**src/rtl/core/s2hsv_pkg.sv**
```systemverilog
// ----------------------------------------------------------------------------
// s2hsv_pkg
// Shared types, constants and the linearization table builder for the sRGB
// to HSV converter.
// ----------------------------------------------------------------------------
package s2hsv_pkg;

	// Hue is kept in 1/64 degree units: 3840 per 60-degree sector.
	localparam int HUE_BITS     = 15;
	localparam int HUE_SUM_W    = HUE_BITS + 2;
	localparam int HUE_Q_BITS   = 12;
	localparam int SECTOR_SPAN  = 3840;
	localparam int FULL_TURN    = 23040;

	localparam logic [HUE_BITS-1:0] BASE_RED   = 15'd0;
	localparam logic [HUE_BITS-1:0] BASE_GREEN = 15'd7680;
	localparam logic [HUE_BITS-1:0] BASE_BLUE  = 15'd15360;

	// Which channel holds the maximum, after tie breaking.
	typedef enum logic [1:0] {
		SECTOR_RED,
		SECTOR_GREEN,
		SECTOR_BLUE
	} s2hsv_sector_t;

	// Control word that travels down the pipeline with each pixel.
	typedef struct packed {
		logic          valid;
		logic          black;
		logic          grey;
		logic          negate;
		s2hsv_sector_t sector;
	} s2hsv_ctrl_t;

	// Table entry c: round half up of lmax * lin(c / cmax), found exactly
	// by a search over candidate results. The linear segment tests
	// y * 2584 * cmax <= 200 * c * lmax + 1292 * cmax; the power segment
	// tests (2y - 1)^5 * d^12 <= 32 * lmax^5 * n^12 with n / d the scaled
	// input of the 2.4 power. Evaluated only during elaboration.
	function automatic logic [31:0] lin_entry(input longint unsigned code,
			input int unsigned cbits, input int unsigned lbits);
		longint unsigned cmax;
		longint unsigned lmax;
		longint unsigned lnum;
		longint unsigned lden;
		longint unsigned n;
		longint unsigned d;
		longint unsigned lo;
		longint unsigned hi;
		longint unsigned mid;
		logic [511:0]    rhs;
		logic [511:0]    lhs;
		logic [511:0]    dpow;
		logic            on_line;
		logic            fits;
		cmax = (64'd1 << cbits) - 64'd1;
		lmax = (64'd1 << lbits) - 64'd1;
		on_line = (code * 64'd100000) <= (64'd4045 * cmax);
		lnum = 64'd200 * code * lmax + 64'd1292 * cmax;
		lden = 64'd2584 * cmax;
		n = 64'd1000 * code + 64'd55 * cmax;
		d = 64'd1055 * cmax;
		rhs = 512'd32;
		for (int i = 0; i < 5; i++) begin
			rhs = rhs * 512'(lmax);
		end
		for (int i = 0; i < 12; i++) begin
			rhs = rhs * 512'(n);
		end
		dpow = 512'd1;
		for (int i = 0; i < 12; i++) begin
			dpow = dpow * 512'(d);
		end
		lo = 64'd0;
		hi = lmax;
		while (lo < hi) begin
			mid = lo + ((hi - lo + 64'd1) >> 1);
			if (on_line) begin
				fits = (mid * lden) <= lnum;
			end else begin
				lhs = 512'd1;
				for (int i = 0; i < 5; i++) begin
					lhs = lhs * 512'(64'd2 * mid - 64'd1);
				end
				lhs = lhs * dpow;
				fits = lhs <= rhs;
			end
			if (fits) begin
				lo = mid;
			end else begin
				hi = mid - 64'd1;
			end
		end
		return 32'(lo);
	endfunction

endpackage

```
**src/rtl/core/s2hsv_lin_rom.sv**
```systemverilog
// ----------------------------------------------------------------------------
// s2hsv_lin_rom
// Constant sRGB linearization table with three registered read ports, one
// for each color channel.
// ----------------------------------------------------------------------------
module s2hsv_lin_rom #(
	parameter int CODE_BITS   = 8,
	parameter int LINEAR_BITS = 16
) (
	input  logic                   clk,
	input  logic [CODE_BITS-1:0]   red_code,
	input  logic [CODE_BITS-1:0]   green_code,
	input  logic [CODE_BITS-1:0]   blue_code,
	output logic [LINEAR_BITS-1:0] red_lin_s1,
	output logic [LINEAR_BITS-1:0] green_lin_s1,
	output logic [LINEAR_BITS-1:0] blue_lin_s1
);
	import s2hsv_pkg::*;

	localparam int ROM_SIZE = 1 << CODE_BITS;

	logic [LINEAR_BITS-1:0] rom_w [ROM_SIZE];

	// Every entry is fixed at elaboration.
	for (genvar i = 0; i < ROM_SIZE; i++) begin : g_entry
		localparam logic [31:0] ENTRY = lin_entry(longint'(i), CODE_BITS, LINEAR_BITS);
		assign rom_w[i] = ENTRY[LINEAR_BITS-1:0];
	end

	// Registered lookup of all three channels.
	always_ff @(posedge clk) begin
		red_lin_s1   <= rom_w[red_code];
		green_lin_s1 <= rom_w[green_code];
		blue_lin_s1  <= rom_w[blue_code];
	end

endmodule

```
**src/rtl/core/s2hsv_sector.sv**
```systemverilog
// ----------------------------------------------------------------------------
// s2hsv_sector
// Finds maximum, minimum and hue sector of the linear channels and forms the
// magnitude and sign of the hue numerator.
// ----------------------------------------------------------------------------
module s2hsv_sector #(
	parameter int LINEAR_BITS = 16
) (
	input  logic                    clk,
	input  logic                    arst_n,
	input  logic                    valid_s1,
	input  logic [LINEAR_BITS-1:0]  red_lin_s1,
	input  logic [LINEAR_BITS-1:0]  green_lin_s1,
	input  logic [LINEAR_BITS-1:0]  blue_lin_s1,
	output logic [LINEAR_BITS-1:0]  max_s2,
	output logic [LINEAR_BITS-1:0]  diff_s2,
	output logic [LINEAR_BITS-1:0]  anum_s2,
	output s2hsv_pkg::s2hsv_ctrl_t  ctrl_s2
);
	import s2hsv_pkg::*;

	logic [LINEAR_BITS-1:0] mx;
	logic [LINEAR_BITS-1:0] mn;
	logic [LINEAR_BITS-1:0] anum;
	logic                   negate;
	s2hsv_sector_t          sector;

	// Extremes, then the sector: blue wins ties over green, green over red.
	always_comb begin
		mx = red_lin_s1;
		if (green_lin_s1 > mx) begin
			mx = green_lin_s1;
		end
		if (blue_lin_s1 > mx) begin
			mx = blue_lin_s1;
		end
		mn = red_lin_s1;
		if (green_lin_s1 < mn) begin
			mn = green_lin_s1;
		end
		if (blue_lin_s1 < mn) begin
			mn = blue_lin_s1;
		end
		if (blue_lin_s1 == mx) begin
			sector = SECTOR_BLUE;
			negate = green_lin_s1 > red_lin_s1;
			anum   = negate ? green_lin_s1 - red_lin_s1 : red_lin_s1 - green_lin_s1;
		end else if (green_lin_s1 == mx) begin
			sector = SECTOR_GREEN;
			negate = red_lin_s1 > blue_lin_s1;
			anum   = negate ? red_lin_s1 - blue_lin_s1 : blue_lin_s1 - red_lin_s1;
		end else begin
			sector = SECTOR_RED;
			negate = blue_lin_s1 > green_lin_s1;
			anum   = negate ? blue_lin_s1 - green_lin_s1 : green_lin_s1 - blue_lin_s1;
		end
	end

	// Control word carries the valid bit and needs reset.
	always_ff @(posedge clk or negedge arst_n) begin
		if (!arst_n) begin
			ctrl_s2 <= '0;
		end else begin
			ctrl_s2.valid  <= valid_s1;
			ctrl_s2.black  <= mx == '0;
			ctrl_s2.grey   <= mx == mn;
			ctrl_s2.negate <= negate;
			ctrl_s2.sector <= sector;
		end
	end

	// Data words.
	always_ff @(posedge clk) begin
		max_s2  <= mx;
		diff_s2 <= mx - mn;
		anum_s2 <= anum;
	end

endmodule

```
**src/rtl/core/s2hsv_div_pipe.sv**
```systemverilog
// ----------------------------------------------------------------------------
// s2hsv_div_pipe
// Pipelined restoring divider, one quotient bit per stage, most significant
// bit first. The quotient must fit in Q_BITS bits.
// ----------------------------------------------------------------------------
module s2hsv_div_pipe #(
	parameter int NUM_W  = 32,
	parameter int DEN_W  = 16,
	parameter int Q_BITS = 16
) (
	input  logic              clk,
	input  logic [NUM_W-1:0]  num,
	input  logic [DEN_W-1:0]  den,
	output logic [Q_BITS-1:0] quo,
	output logic              rem_nz
);
	import s2hsv_pkg::*;

	localparam int CMP_W = (NUM_W > DEN_W + Q_BITS) ? NUM_W : DEN_W + Q_BITS;

	// Entry k holds the partial result after stage k.
	logic [NUM_W-1:0]  rem_s [1:Q_BITS];
	logic [DEN_W-1:0]  den_s [1:Q_BITS];
	logic [Q_BITS-1:0] quo_s [1:Q_BITS];

	for (genvar k = 0; k < Q_BITS; k++) begin : g_stage
		localparam int BIT = Q_BITS - 1 - k;

		logic [NUM_W-1:0]  rem_in;
		logic [DEN_W-1:0]  den_in;
		logic [Q_BITS-1:0] quo_in;
		logic [CMP_W-1:0]  trial;
		logic              fit;

		if (k == 0) begin : g_first
			assign rem_in = num;
			assign den_in = den;
			assign quo_in = '0;
		end else begin : g_next
			assign rem_in = rem_s[k];
			assign den_in = den_s[k];
			assign quo_in = quo_s[k];
		end

		// Try the divisor shifted to this bit position.
		always_comb begin
			trial = CMP_W'(den_in) << BIT;
			fit   = CMP_W'(rem_in) >= trial;
		end

		always_ff @(posedge clk) begin
			den_s[k+1] <= den_in;
			if (fit) begin
				rem_s[k+1] <= NUM_W'(CMP_W'(rem_in) - trial);
				quo_s[k+1] <= quo_in | (Q_BITS'(1) << BIT);
			end else begin
				rem_s[k+1] <= rem_in;
				quo_s[k+1] <= quo_in;
			end
		end
	end

	assign quo    = quo_s[Q_BITS];
	assign rem_nz = |rem_s[Q_BITS];

endmodule

```
**src/rtl/core/srgb_to_hsv_converter_top.sv**
```systemverilog
// ----------------------------------------------------------------------------
// srgb_to_hsv_converter_top
// Converts one sRGB pixel per clock to linear-light hue, saturation, value.
// ----------------------------------------------------------------------------
// A pixel word is taken at every clock edge where start is high and busy is
// low; busy is high only in the first cycle after reset, so one pixel per
// cycle is accepted from then on. Each result word appears on hue,
// saturation and value for a single cycle, flagged by done. Each pixel
// passes through table lookup, sector search, dividend setup, the two
// dividers, which produce one quotient bit per pipeline stage, and the
// output register. Results cannot be held off; the receiver must take
// every word.
// ----------------------------------------------------------------------------
module srgb_to_hsv_converter_top #(
	parameter int CODE_BITS   = 8,
	parameter int LINEAR_BITS = 16
) (
	input  logic                             clk,
	input  logic                             arst_n,
	input  logic                             start,
	output logic                             busy,
	input  logic [CODE_BITS-1:0]             red_code,
	input  logic [CODE_BITS-1:0]             green_code,
	input  logic [CODE_BITS-1:0]             blue_code,
	output logic                             done,
	output logic [s2hsv_pkg::HUE_BITS-1:0]   hue,
	output logic [LINEAR_BITS-1:0]           saturation,
	output logic [LINEAR_BITS-1:0]           value
);
	import s2hsv_pkg::*;

	localparam int DIV_STAGES = (LINEAR_BITS > HUE_Q_BITS) ? LINEAR_BITS : HUE_Q_BITS;
	localparam int SAT_NUM_W  = 2 * LINEAR_BITS;
	localparam int HUE_NUM_W  = LINEAR_BITS + HUE_Q_BITS;
	localparam int LATENCY    = DIV_STAGES + 4;
	localparam logic [LINEAR_BITS-1:0] LMAX = {LINEAR_BITS{1'b1}};

	logic                      busy_q;
	logic                      accept;
	logic                      valid_s1;
	logic [LINEAR_BITS-1:0]    red_lin_s1;
	logic [LINEAR_BITS-1:0]    green_lin_s1;
	logic [LINEAR_BITS-1:0]    blue_lin_s1;
	logic [LINEAR_BITS-1:0]    max_s2;
	logic [LINEAR_BITS-1:0]    diff_s2;
	logic [LINEAR_BITS-1:0]    anum_s2;
	s2hsv_ctrl_t               ctrl_s2;
	logic [SAT_NUM_W-1:0]      sat_num_s3;
	logic [HUE_NUM_W-1:0]      hue_num_s3;
	logic [LINEAR_BITS-1:0]    max_s3;
	logic [LINEAR_BITS-1:0]    diff_s3;
	s2hsv_ctrl_t               ctrl_s3;
	s2hsv_ctrl_t               ctrl_div_s [1:DIV_STAGES];
	logic [LINEAR_BITS-1:0]    max_div_s  [1:DIV_STAGES];
	logic [DIV_STAGES-1:0]     sat_quo;
	logic [DIV_STAGES-1:0]     hue_quo;
	logic                      hue_rem_nz;
	s2hsv_ctrl_t               ctrl_out;
	logic [HUE_Q_BITS:0]       hue_mag;
	logic [HUE_BITS-1:0]       hue_base;
	logic signed [HUE_SUM_W-1:0] hue_sum;
	logic signed [HUE_SUM_W-1:0] hue_wrap;
	logic                      done_q;
	logic [HUE_BITS-1:0]       hue_q;
	logic [LINEAR_BITS-1:0]    saturation_q;
	logic [LINEAR_BITS-1:0]    value_q;

	// Busy only while coming out of reset; the pipeline never stalls.
	always_ff @(posedge clk or negedge arst_n) begin
		if (!arst_n) begin
			busy_q   <= 1'b1;
			valid_s1 <= 1'b0;
		end else begin
			busy_q   <= 1'b0;
			valid_s1 <= accept;
		end
	end

	assign accept = start && !busy_q;
	assign busy   = busy_q;

	// Stage 1: linearization table.
	s2hsv_lin_rom #(
		.CODE_BITS   (CODE_BITS),
		.LINEAR_BITS (LINEAR_BITS)
	) u_lin_rom (
		.clk          (clk),
		.red_code     (red_code),
		.green_code   (green_code),
		.blue_code    (blue_code),
		.red_lin_s1   (red_lin_s1),
		.green_lin_s1 (green_lin_s1),
		.blue_lin_s1  (blue_lin_s1)
	);

	// Stage 2: extremes and sector.
	s2hsv_sector #(
		.LINEAR_BITS (LINEAR_BITS)
	) u_sector (
		.clk          (clk),
		.arst_n       (arst_n),
		.valid_s1     (valid_s1),
		.red_lin_s1   (red_lin_s1),
		.green_lin_s1 (green_lin_s1),
		.blue_lin_s1  (blue_lin_s1),
		.max_s2       (max_s2),
		.diff_s2      (diff_s2),
		.anum_s2      (anum_s2),
		.ctrl_s2      (ctrl_s2)
	);

	// Stage 3: scaled dividends for saturation and hue.
	always_ff @(posedge clk or negedge arst_n) begin
		if (!arst_n) begin
			ctrl_s3 <= '0;
		end else begin
			ctrl_s3 <= ctrl_s2;
		end
	end

	always_ff @(posedge clk) begin
		sat_num_s3 <= SAT_NUM_W'(diff_s2) * SAT_NUM_W'(LMAX);
		hue_num_s3 <= HUE_NUM_W'(anum_s2) * HUE_NUM_W'(SECTOR_SPAN);
		max_s3     <= max_s2;
		diff_s3    <= diff_s2;
	end

	// Divider stages: saturation by the maximum, hue by the spread.
	s2hsv_div_pipe #(
		.NUM_W  (SAT_NUM_W),
		.DEN_W  (LINEAR_BITS),
		.Q_BITS (DIV_STAGES)
	) u_sat_div (
		.clk    (clk),
		.num    (sat_num_s3),
		.den    (max_s3),
		.quo    (sat_quo),
		.rem_nz ()
	);

	s2hsv_div_pipe #(
		.NUM_W  (HUE_NUM_W),
		.DEN_W  (LINEAR_BITS),
		.Q_BITS (DIV_STAGES)
	) u_hue_div (
		.clk    (clk),
		.num    (hue_num_s3),
		.den    (diff_s3),
		.quo    (hue_quo),
		.rem_nz (hue_rem_nz)
	);

	// Side data follows the dividers stage by stage.
	for (genvar k = 1; k <= DIV_STAGES; k++) begin : g_side
		if (k == 1) begin : g_first
			always_ff @(posedge clk or negedge arst_n) begin
				if (!arst_n) begin
					ctrl_div_s[k] <= '0;
				end else begin
					ctrl_div_s[k] <= ctrl_s3;
				end
			end
			always_ff @(posedge clk) begin
				max_div_s[k] <= max_s3;
			end
		end else begin : g_next
			always_ff @(posedge clk or negedge arst_n) begin
				if (!arst_n) begin
					ctrl_div_s[k] <= '0;
				end else begin
					ctrl_div_s[k] <= ctrl_div_s[k-1];
				end
			end
			always_ff @(posedge clk) begin
				max_div_s[k] <= max_div_s[k-1];
			end
		end
	end

	assign ctrl_out = ctrl_div_s[DIV_STAGES];

	// Hue assembly: a negative numerator rounds its magnitude up, and a
	// negative total wraps by a full turn.
	always_comb begin
		case (ctrl_out.sector)
			SECTOR_RED:   hue_base = BASE_RED;
			SECTOR_GREEN: hue_base = BASE_GREEN;
			SECTOR_BLUE:  hue_base = BASE_BLUE;
			default:      hue_base = BASE_RED;
		endcase
		hue_mag = (HUE_Q_BITS + 1)'(hue_quo[HUE_Q_BITS-1:0])
			+ (HUE_Q_BITS + 1)'(ctrl_out.negate & hue_rem_nz);
		if (ctrl_out.negate) begin
			hue_sum = $signed(HUE_SUM_W'(hue_base)) - $signed(HUE_SUM_W'(hue_mag));
		end else begin
			hue_sum = $signed(HUE_SUM_W'(hue_base)) + $signed(HUE_SUM_W'(hue_mag));
		end
		if (hue_sum < 0) begin
			hue_wrap = hue_sum + $signed(HUE_SUM_W'(FULL_TURN));
		end else begin
			hue_wrap = hue_sum;
		end
	end

	// Output register and strobe.
	always_ff @(posedge clk or negedge arst_n) begin
		if (!arst_n) begin
			done_q <= 1'b0;
		end else begin
			done_q <= ctrl_out.valid;
		end
	end

	always_ff @(posedge clk) begin
		if (ctrl_out.black) begin
			hue_q        <= '0;
			saturation_q <= '0;
			value_q      <= '0;
		end else begin
			hue_q        <= ctrl_out.grey ? '0 : HUE_BITS'(hue_wrap);
			saturation_q <= sat_quo[LINEAR_BITS-1:0];
			value_q      <= max_div_s[DIV_STAGES];
		end
	end

	assign done       = done_q;
	assign hue        = hue_q;
	assign saturation = saturation_q;
	assign value      = value_q;

	// Every accepted pixel yields its result strobe.
	a_latency_fwd: assert property (@(posedge clk) disable iff (!arst_n)
		$past(start && !busy, LATENCY) |-> done)
		else $error("accepted pixel without its result strobe");

	// A result strobe only ever follows an accepted pixel.
	a_latency_back: assert property (@(posedge clk) disable iff (!arst_n)
		done |-> $past(start && !busy, LATENCY))
		else $error("result strobe without an accepted pixel");

	// Hue stays within one turn.
	a_hue_range: assert property (@(posedge clk) disable iff (!arst_n)
		done |-> hue < HUE_BITS'(FULL_TURN))
		else $error("hue beyond a full turn");

	// A black pixel gives zero hue and saturation.
	a_black: assert property (@(posedge clk) disable iff (!arst_n)
		(done && value == '0) |-> (hue == '0 && saturation == '0))
		else $error("black pixel with nonzero hue or saturation");

endmodule

```
**config.mk**
```make
export PLATFORM = sky130hd
export DESIGN_NAME = srgb_to_hsv_converter_top
export DESIGN_NICKNAME = d
export VERILOG_FILES = /design/src/rtl/core/s2hsv_pkg.sv /design/src/rtl/core/s2hsv_lin_rom.sv /design/src/rtl/core/s2hsv_sector.sv /design/src/rtl/core/s2hsv_div_pipe.sv /design/src/rtl/core/srgb_to_hsv_converter_top.sv
export SDC_FILE = /design/constraint.sdc
export NUM_CORES = 2
export LEC_CHECK = 0
export CAP_MARGIN = 20
export CORE_ASPECT_RATIO = 2
export CORE_MARGIN = 4
export CORE_UTILIZATION = 50
export CTS_BUF_LIST = sky130_fd_sc_hd__clkbuf_4
export CTS_CLUSTER_DIAMETER = 80
export CTS_CLUSTER_SIZE = 40
export DETAILED_ROUTE_END_ITERATION = 7
export DONT_BUFFER_PORTS = 1
export GPL_ROUTABILITY_DRIVEN = 0
export SLEW_MARGIN = 20
export SYNTH_ARGS = -nofsm -noshare
export SYNTH_HDL_FRONTEND = slang
export SYNTH_SLANG_ARGS = --single-unit
```
**constraint.sdc**
```tcl
create_clock -name clk -period 12.2 [get_ports clk]
set_input_delay 1.83 -clock clk [delete_from_list [all_inputs] [get_ports clk]]
set_output_delay 1.83 -clock clk [all_outputs]
set_load 0.02 [all_outputs]
```
# Word-level counts from Yosys, hierarchy flattened

Memories as Yosys holds them, arrays and structs flattened. A register that Yosys moved wholly into a read port is not among the register bits.
Index checks and enable logic that the tools add are counted.

$add $sub $neg: 43
Order comparisons: 39
Divide/modulo/power cells: 0
Bitwise operators: 68
Multiplexer cells: 176
Reductions and logical operators: 5
Equal/unequal tests: 5
Multipliers: 2
Shifts and indexed selects: 0

Operators by type and width:

| cell                                                           | count |
|---|---|
| 16-bit two-way mux                                             | 41 |
| 32-bit two-way mux                                             | 16 |
| 28-bit two-way mux                                             | 16 |
| 16-bit subtractor                                              | 7 |
| 28-bit subtractor                                              | 4 |
| 1-bit two-way mux                                              | 99 |
| 16-bit > comparator                                            | 4 |
| 1-bit bitwise OR                                               | 64 |
| 16-bit == test                                                 | 3 |
| 32-bit by 16-bit greater-or-equal comparator with 1-bit output | 1 |
| 32-bit by 17-bit greater-or-equal comparator with 1-bit output | 1 |
| 32-bit by 18-bit greater-or-equal comparator with 1-bit output | 1 |
| 32-bit by 19-bit greater-or-equal comparator with 1-bit output | 1 |
| 32-bit by 20-bit greater-or-equal comparator with 1-bit output | 1 |
| 32-bit by 21-bit greater-or-equal comparator with 1-bit output | 1 |
| 32-bit by 22-bit greater-or-equal comparator with 1-bit output | 1 |
| 32-bit by 23-bit greater-or-equal comparator with 1-bit output | 1 |
| 32-bit by 24-bit greater-or-equal comparator with 1-bit output | 1 |
| 32-bit by 25-bit greater-or-equal comparator with 1-bit output | 1 |
| 32-bit by 26-bit greater-or-equal comparator with 1-bit output | 1 |
| 32-bit by 27-bit greater-or-equal comparator with 1-bit output | 1 |
| 32-bit by 28-bit greater-or-equal comparator with 1-bit output | 1 |
| 32-bit by 29-bit greater-or-equal comparator with 1-bit output | 1 |
| 32-bit by 30-bit greater-or-equal comparator with 1-bit output | 1 |
| 66 further kinds                                               | 69 |

Bits in latches: 0
Input bits: 27
Logic and storage cells: 449
ROM bits: 12288
Output and inout bits: 49
Flip-flop bits (word level): 258
Memories kept: 10
Memory bits (writable): 2240

Memory list:

| name            | depth | bits a word | read ports | clocked after Yosys merged registers in | wr ports | line                            | RTL |
|---|---|---|---|---|---|---|---|
| (no name shown) | 256   | 16          | 1          | 1                                       | 0        | s2hsv_lin_rom.sv:32             | `red_lin_s1 <= rom_w[red_code];` |
| (no name shown) | 256   | 16          | 1          | 1                                       | 0        | s2hsv_lin_rom.sv:33             | `green_lin_s1 <= rom_w[green_code];` |
| (no name shown) | 256   | 16          | 1          | 1                                       | 0        | s2hsv_lin_rom.sv:34             | `blue_lin_s1 <= rom_w[blue_code];` |
| u_sat_div.rem_s | 16    | 32          | 15         | 0                                       | 16       | s2hsv_div_pipe.sv:22            | `logic [NUM_W-1:0] rem_s [1:Q_BITS];` |
| u_hue_div.rem_s | 16    | 28          | 16         | 0                                       | 16       | s2hsv_div_pipe.sv:22            |  |
| max_div_s       | 16    | 16          | 16         | 1                                       | 16       | srgb_to_hsv_converter_top.sv:54 | `logic [LINEAR_BITS-1:0] max_div_s [1:DIV_STAGES];` |
| 4 more memories | n/a   | n/a         | n/a        | n/a                                     | n/a      | n/a                             |  |

# Logic depth before layout (Yosys ltp)

An unclocked memory read counts as a cell.

Depth in word-level cells: 8
Mapped depth: 32
Mapped depth without buffers: 30

# Cells and area by module

A second synthesis with hierarchy kept.

Cell total of the unflattened synthesis: 12069
Area total of the unflattened synthesis: 112118.8 µm²

Modules (own cells, without submodules):

| module                      | cells each | seq. area each (µm²) | instances | area each (µm²) |
|---|---|---|---|---|
| s2hsv_div_pipe at u_sat_div | 3865       | 17777.0              | 1         | 37223.2 |
| s2hsv_div_pipe at u_hue_div | 3435       | 16495.8              | 1         | 33594.7 |
| srgb_to_hsv_converter_top   | 1411       | 10356.2              | 1         | 18627.9 |
| s2hsv_lin_rom               | 2246       | 960.9                | 1         | 14081.0 |
| s2hsv_sector                | 1112       | 1111.1               | 1         | 8592.0 |

# Worst setup path before layout

No wires, ideal clock.

Kind: reg-to-reg
From: register u_lin_rom.red_lin_s1[7]
To: register u_sector.diff_s2[12]
Setup slack: 5.777 ns
Stages on the path, launching flop included: 33
Period minus slack after synthesis: 6.423 ns
Library setup time: 0.072 ns
Required time: 12.128 ns
Arrival time: 6.351 ns
Buffers on the path: 7
Path through: dfxtp_1 -> inv_1 -> ha_1 -> buf_2 -> a211oi_1 -> nand2_1 -> o21ai_1 -> a21oi_1 -> nor2_1 -> clkbuf_1 -> buf_1 -> nor2_1 -> a21oi_1 -> ha_1 -> o21ai_0 -> a21oi_1 -> a221oi_1 -> or4b_1 -> o21a_2 -> buf_6 -> clkbuf_1 -> buf_2 -> clkbuf_1 -> a21oi_1 -> ha_1 -> inv_1 -> ha_1 -> a31o_2 -> a221oi_2 -> o311ai_2 -> a211o_1 -> a21oi_2 -> xnor2_1

Word-level cells in the longest chain between the ends: 5
Elaborated cells between the ends (all ways): 9
Those cells by class: add/sub (1); order compare (4); mux (4)

Ends and longest elaborated chain:

| what                                                              | line                                   | RTL |
|---|---|---|
| start: declaration                                                | s2hsv_lin_rom.sv:14                    | `output logic [LINEAR_BITS-1:0] red_lin_s1,` |
| 16-bit > comparator / 16-bit < comparator (equally long branches) | s2hsv_sector.sv:31, s2hsv_sector.sv:38 |  |
| 16-bit two-way mux, on equally long branches                      | s2hsv_sector.sv:31, s2hsv_sector.sv:38 |  |
| 16-bit > comparator / 16-bit < comparator (equally long branches) | s2hsv_sector.sv:34, s2hsv_sector.sv:41 |  |
| 16-bit two-way mux, on equally long branches                      | s2hsv_sector.sv:34, s2hsv_sector.sv:41 |  |
| 16-bit subtractor (*)                                             | s2hsv_sector.sv:75                     | `diff_s2 <= mx - mn;` |
| end signal: assignment                                            | s2hsv_sector.sv:75                     |  |
| end: declaration                                                  | s2hsv_sector.sv:16                     | `output logic [LINEAR_BITS-1:0] diff_s2,` |

Mark *: on every way between the ends. The rest lies on a longest branch, timed or not.
A chain may end at the register's enable or synchronous reset.

# Worst setup path after layout

From: register u_lin_rom.green_lin_s1[1]
To: register u_sector.diff_s2[14]

Word-level cells in the longest chain between the ends: 5
Elaborated cells between the ends (all ways): 9
Those cells by class: add/sub (1); order compare (4); mux (4)

Ends and longest elaborated chain:

| what                                                              | line                                   | RTL |
|---|---|---|
| start: declaration                                                | s2hsv_lin_rom.sv:15                    | `output logic [LINEAR_BITS-1:0] green_lin_s1,` |
| 16-bit > comparator / 16-bit < comparator (equally long branches) | s2hsv_sector.sv:31, s2hsv_sector.sv:38 |  |
| 16-bit two-way mux, on equally long branches                      | s2hsv_sector.sv:31, s2hsv_sector.sv:38 |  |
| 16-bit > comparator / 16-bit < comparator (equally long branches) | s2hsv_sector.sv:34, s2hsv_sector.sv:41 |  |
| 16-bit two-way mux, on equally long branches                      | s2hsv_sector.sv:34, s2hsv_sector.sv:41 |  |
| 16-bit subtractor (*)                                             | s2hsv_sector.sv:75                     |  |

Marks and branches as above.

==> results.json <==
{
  "status": "finished clean",
  "hold_viol": 0,
  "synth_cell_types": 112,
  "endpoint_kind": "register",
  "grt_pass1_vias": 79910,
  "via_count": 79350,
  "period_needed_ns": 8.728,
  "ios": 76,
  "synth_seq_cells": 1868,
  "maxSlewHeadroom_pct": 16.57,
  "antenna_found_initial": 26,
  "drv_cap": 0,
  "post_cts_buffers": 0,
  "drt_iter0_markers": 6252,
  "crit_fanout": 45,
  "fin_area_sq_mm": 0.1012,
  "cts_resized": 0,
  "cts_max_path_buffers": 3,
  "ys_async_sr_fraction_pct": 5.942,
  "path_class": "register to register",
  "synthAdderAreaFrac_pct": 14.46,
  "synthXorXnorAreaFrac_pct": 5.680,
  "synth_top_area_share_pct": 35.81,
  "synth_compound_area_share_pct": 18.37,
  "drv_slew": 0,
  "cp-start-kind": "register",
  "yosysWarnings": 0,
  "postPlaceCellArea_sq_mm": 0.1002,
  "wl_mm": 287.2,
  "timing.fmax_ghz": 0.1146,
  "ant_nets": 0,
  "rsz0062_at_grt": "no",
  "post_drt_wl_per_cell_um": 21.29,
  "syn_inst": 11190,
  "drive_gt1_share_pct": 3.449,
  "area_delta_synth_final_pct": 3.028,
  "synthTopCellsByCount": "dfxtp_1, inv_1, nor2_1, a21oi_1, ha_1",
  "grt_max_degree": 190,
  "num-nets-final": 11920,
  "clkLatencyLatePin_ns": 1.24,
  "synth_top_cell_by_area": "dfxtp_1",
  "drc": 0,
  "synth.mux.area_fraction_pct": 2.573,
  "yosys_most_used_dff": "dfxtp_1",
  "synth_simple_gate_area_share_pct": 14.19,
  "synth_edf_count": 0,
  "worst_slack_ns": 3.472,
  "setup_viol": 0,
  "place_ws_ns": 3.849,
  "cts-root-buf": "clkbuf_4",
  "hold_path.class": "input pin to async pin",
  "hpwl_mm": 221.6,
  "worstPathRequired_ns": 13.33,
  "cts_tree": "built",
  "htree_levels": 2,
  "dr.pass1.iters": 6,
  "io_buffer_count": 0,
  "rows": 229,
  "core_area_sq_mm": 0.1951,
  "grt_pass1_wl_mm": 433.6,
  "die_h_um": 634.8,
  "syn_nets": 12240,
  "clk_pin_slew_worst_paths_ns": 0.36,
  "fin_skew_ns": 0.1032,
  "yosysMostFrequentCell": "dfxtp_1",
  "die_w_um": 321.4,
  "die_area_sq_mm": 0.2040,
  "postCtsHoldBufs": 0,
  "synth_top_family_by_area": "compound AO/OA/AOI/OAI gates",
  "cts.sinks": 1868,
  "grt_usage_pct": 27.23,
  "cts_buffers": 56,
  "period_share_pct": 71.54,
  "syn_avg_cell_area_sq_um": 8.779,
  "critPathLaunch": "u_lin_rom.green_lin_s1[1]$_DFF_P_",
  "cp.arrival_ns": 9.86,
  "viasPerCell": 5.883,
  "synth_area_leaders": "dfxtp_1, ha_1, a21oi_1",
  "yosysSeqAreaShare_pct": 38.64,
  "start_util_pct": 50.34,
  "grt_overflow": 0,
  "worstReg2RegStart": "u_lin_rom.green_lin_s1[1]$_DFF_P_",
  "netlist_area_sq_mm": 0.09823,
  "final.setup.tns_ns": 0,
  "worst_pin_slew_ns": 1.247
}
==> critical path, stage by stage, from the launching register on <==
cell and delay, ns:
dfxtp_1 0.68, inv_1 0.29, fa_1 0.48, nand2b_1 0.18, a21oi_1 0.22, o21ai_1 0.15
nand2_1 0.27, nand2_2 0.63, a21oi_1 0.57, ha_1 0.33, a21o_1 0.17, a21o_1 0.17
a2111oi_0 0.38, o21ai_0 0.39, nor3_1 0.39, o31ai_2 0.14, a41oi_2 0.42, nor2_2 0.25
o21ai_2 0.35, ha_1 0.26, inv_1 0.07, ha_1 0.19, a31o_2 0.24, a221oi_2 0.46
nor2_1 0.10, nor3_1 0.48, o211ai_1 0.19, xor2_1 0.18
==> sequential cells by signal (all words and copies together), names as in the netlist, 20 cells and up <==
register	count
u_sat_div.rem_s	480
u_hue_div.rem_s	356
max_div_s	242
u_hue_div.den_s	225
u_sat_div.quo_s	136
ctrl_div_s	96
u_hue_div.quo_s	78
sat_num_s3	31
hue_num_s3	20
==> placed cells by master, fill, tap and decap left out, drive strengths merged, types with 110 or more instances in the layout <==
cell type and instances:
nor2 927, nand2 818, o21ai 768, nand4 126
xnor2 450, dfxtp 1757, nand3 182, a21oi 923
nor2b 144, dfrtp 110, a21boi 168, ha 827
a21o 217, a211oi 123, fa 192, nand2b 124
inv 1147, xor2 187, nor3 213
==> worst paths after layout <==
kind,endpoint,slack [ns],depth (start not counted)
max in group asynchronous,ctrl_div_s[37]$_DFF_PN0_,11.41,0
max reg2reg,u_sector.diff_s2[14]$_DFF_P_,3.47,27
min reg2reg,u_hue_div.quo_s[0][122]$_DFF_P_,0.25,0
min in group clk,u_hue_div.quo_s[0][122]$_DFF_P_,0.25,0
max,u_sector.diff_s2[14]$_DFF_P_,3.47,27
min,done$_DFF_PN0_,0.24,0
==> cells by family (layout without fill, tap and decap cells) <==
| family | after synthesis | count (layout) |
|---|---|---|
| adders and majority gates | 1020 | 1020 |
| buffers and inverters | 1579 | 1291 |
| and+or+nand+nor | 2959 | 2959 |
| DFF | 1868 | 1868 |
| xor gates and xnor gates | 637 | 637 |
| muxes | 203 | 203 |
| AOI/OAI and AO/OA | 2922 | 2922 |
| other | 1 | 48 |
==> area by class of cell <==
cell class	count	area, sq um
Clock buffer	71	533.0
Inverter	1146	4302
Tap cell	2541	3179
Multi-Input combinational cell	7742	54400
Timing Repair Buffer	57	431.7
Antenna cell	47	117.6
Clock inverter	17	279.0
Sequential cell	1868	37950
Fill cell	18210	93920
==> metrics by stage <==
step / cells / hold WS (ns) / util, %
global route: 13470 / 0.06756 / 51.84
CTS: 13440 / 0.01001 / 51.77
floorplan: 11190 / 0.3096 / -
global placement: 13350 / 0.3105 / 51.36
finish: 13490 / 0.2441 / 51.86
detailed placement: 13350 / 0.3121 / 51.36
==> layer usage <==
metal | global-route usage, % | wire length (um)
met3 | 4.085 | 14060
met4 | 26.22 | 33620
met2 | 53.63 | 155800
met1 | 22.07 | 83680
met5 | 0 | 115
Power is not shown: default switching activity piles up to over one toggle a cycle in this logic, so the estimate is an artifact.
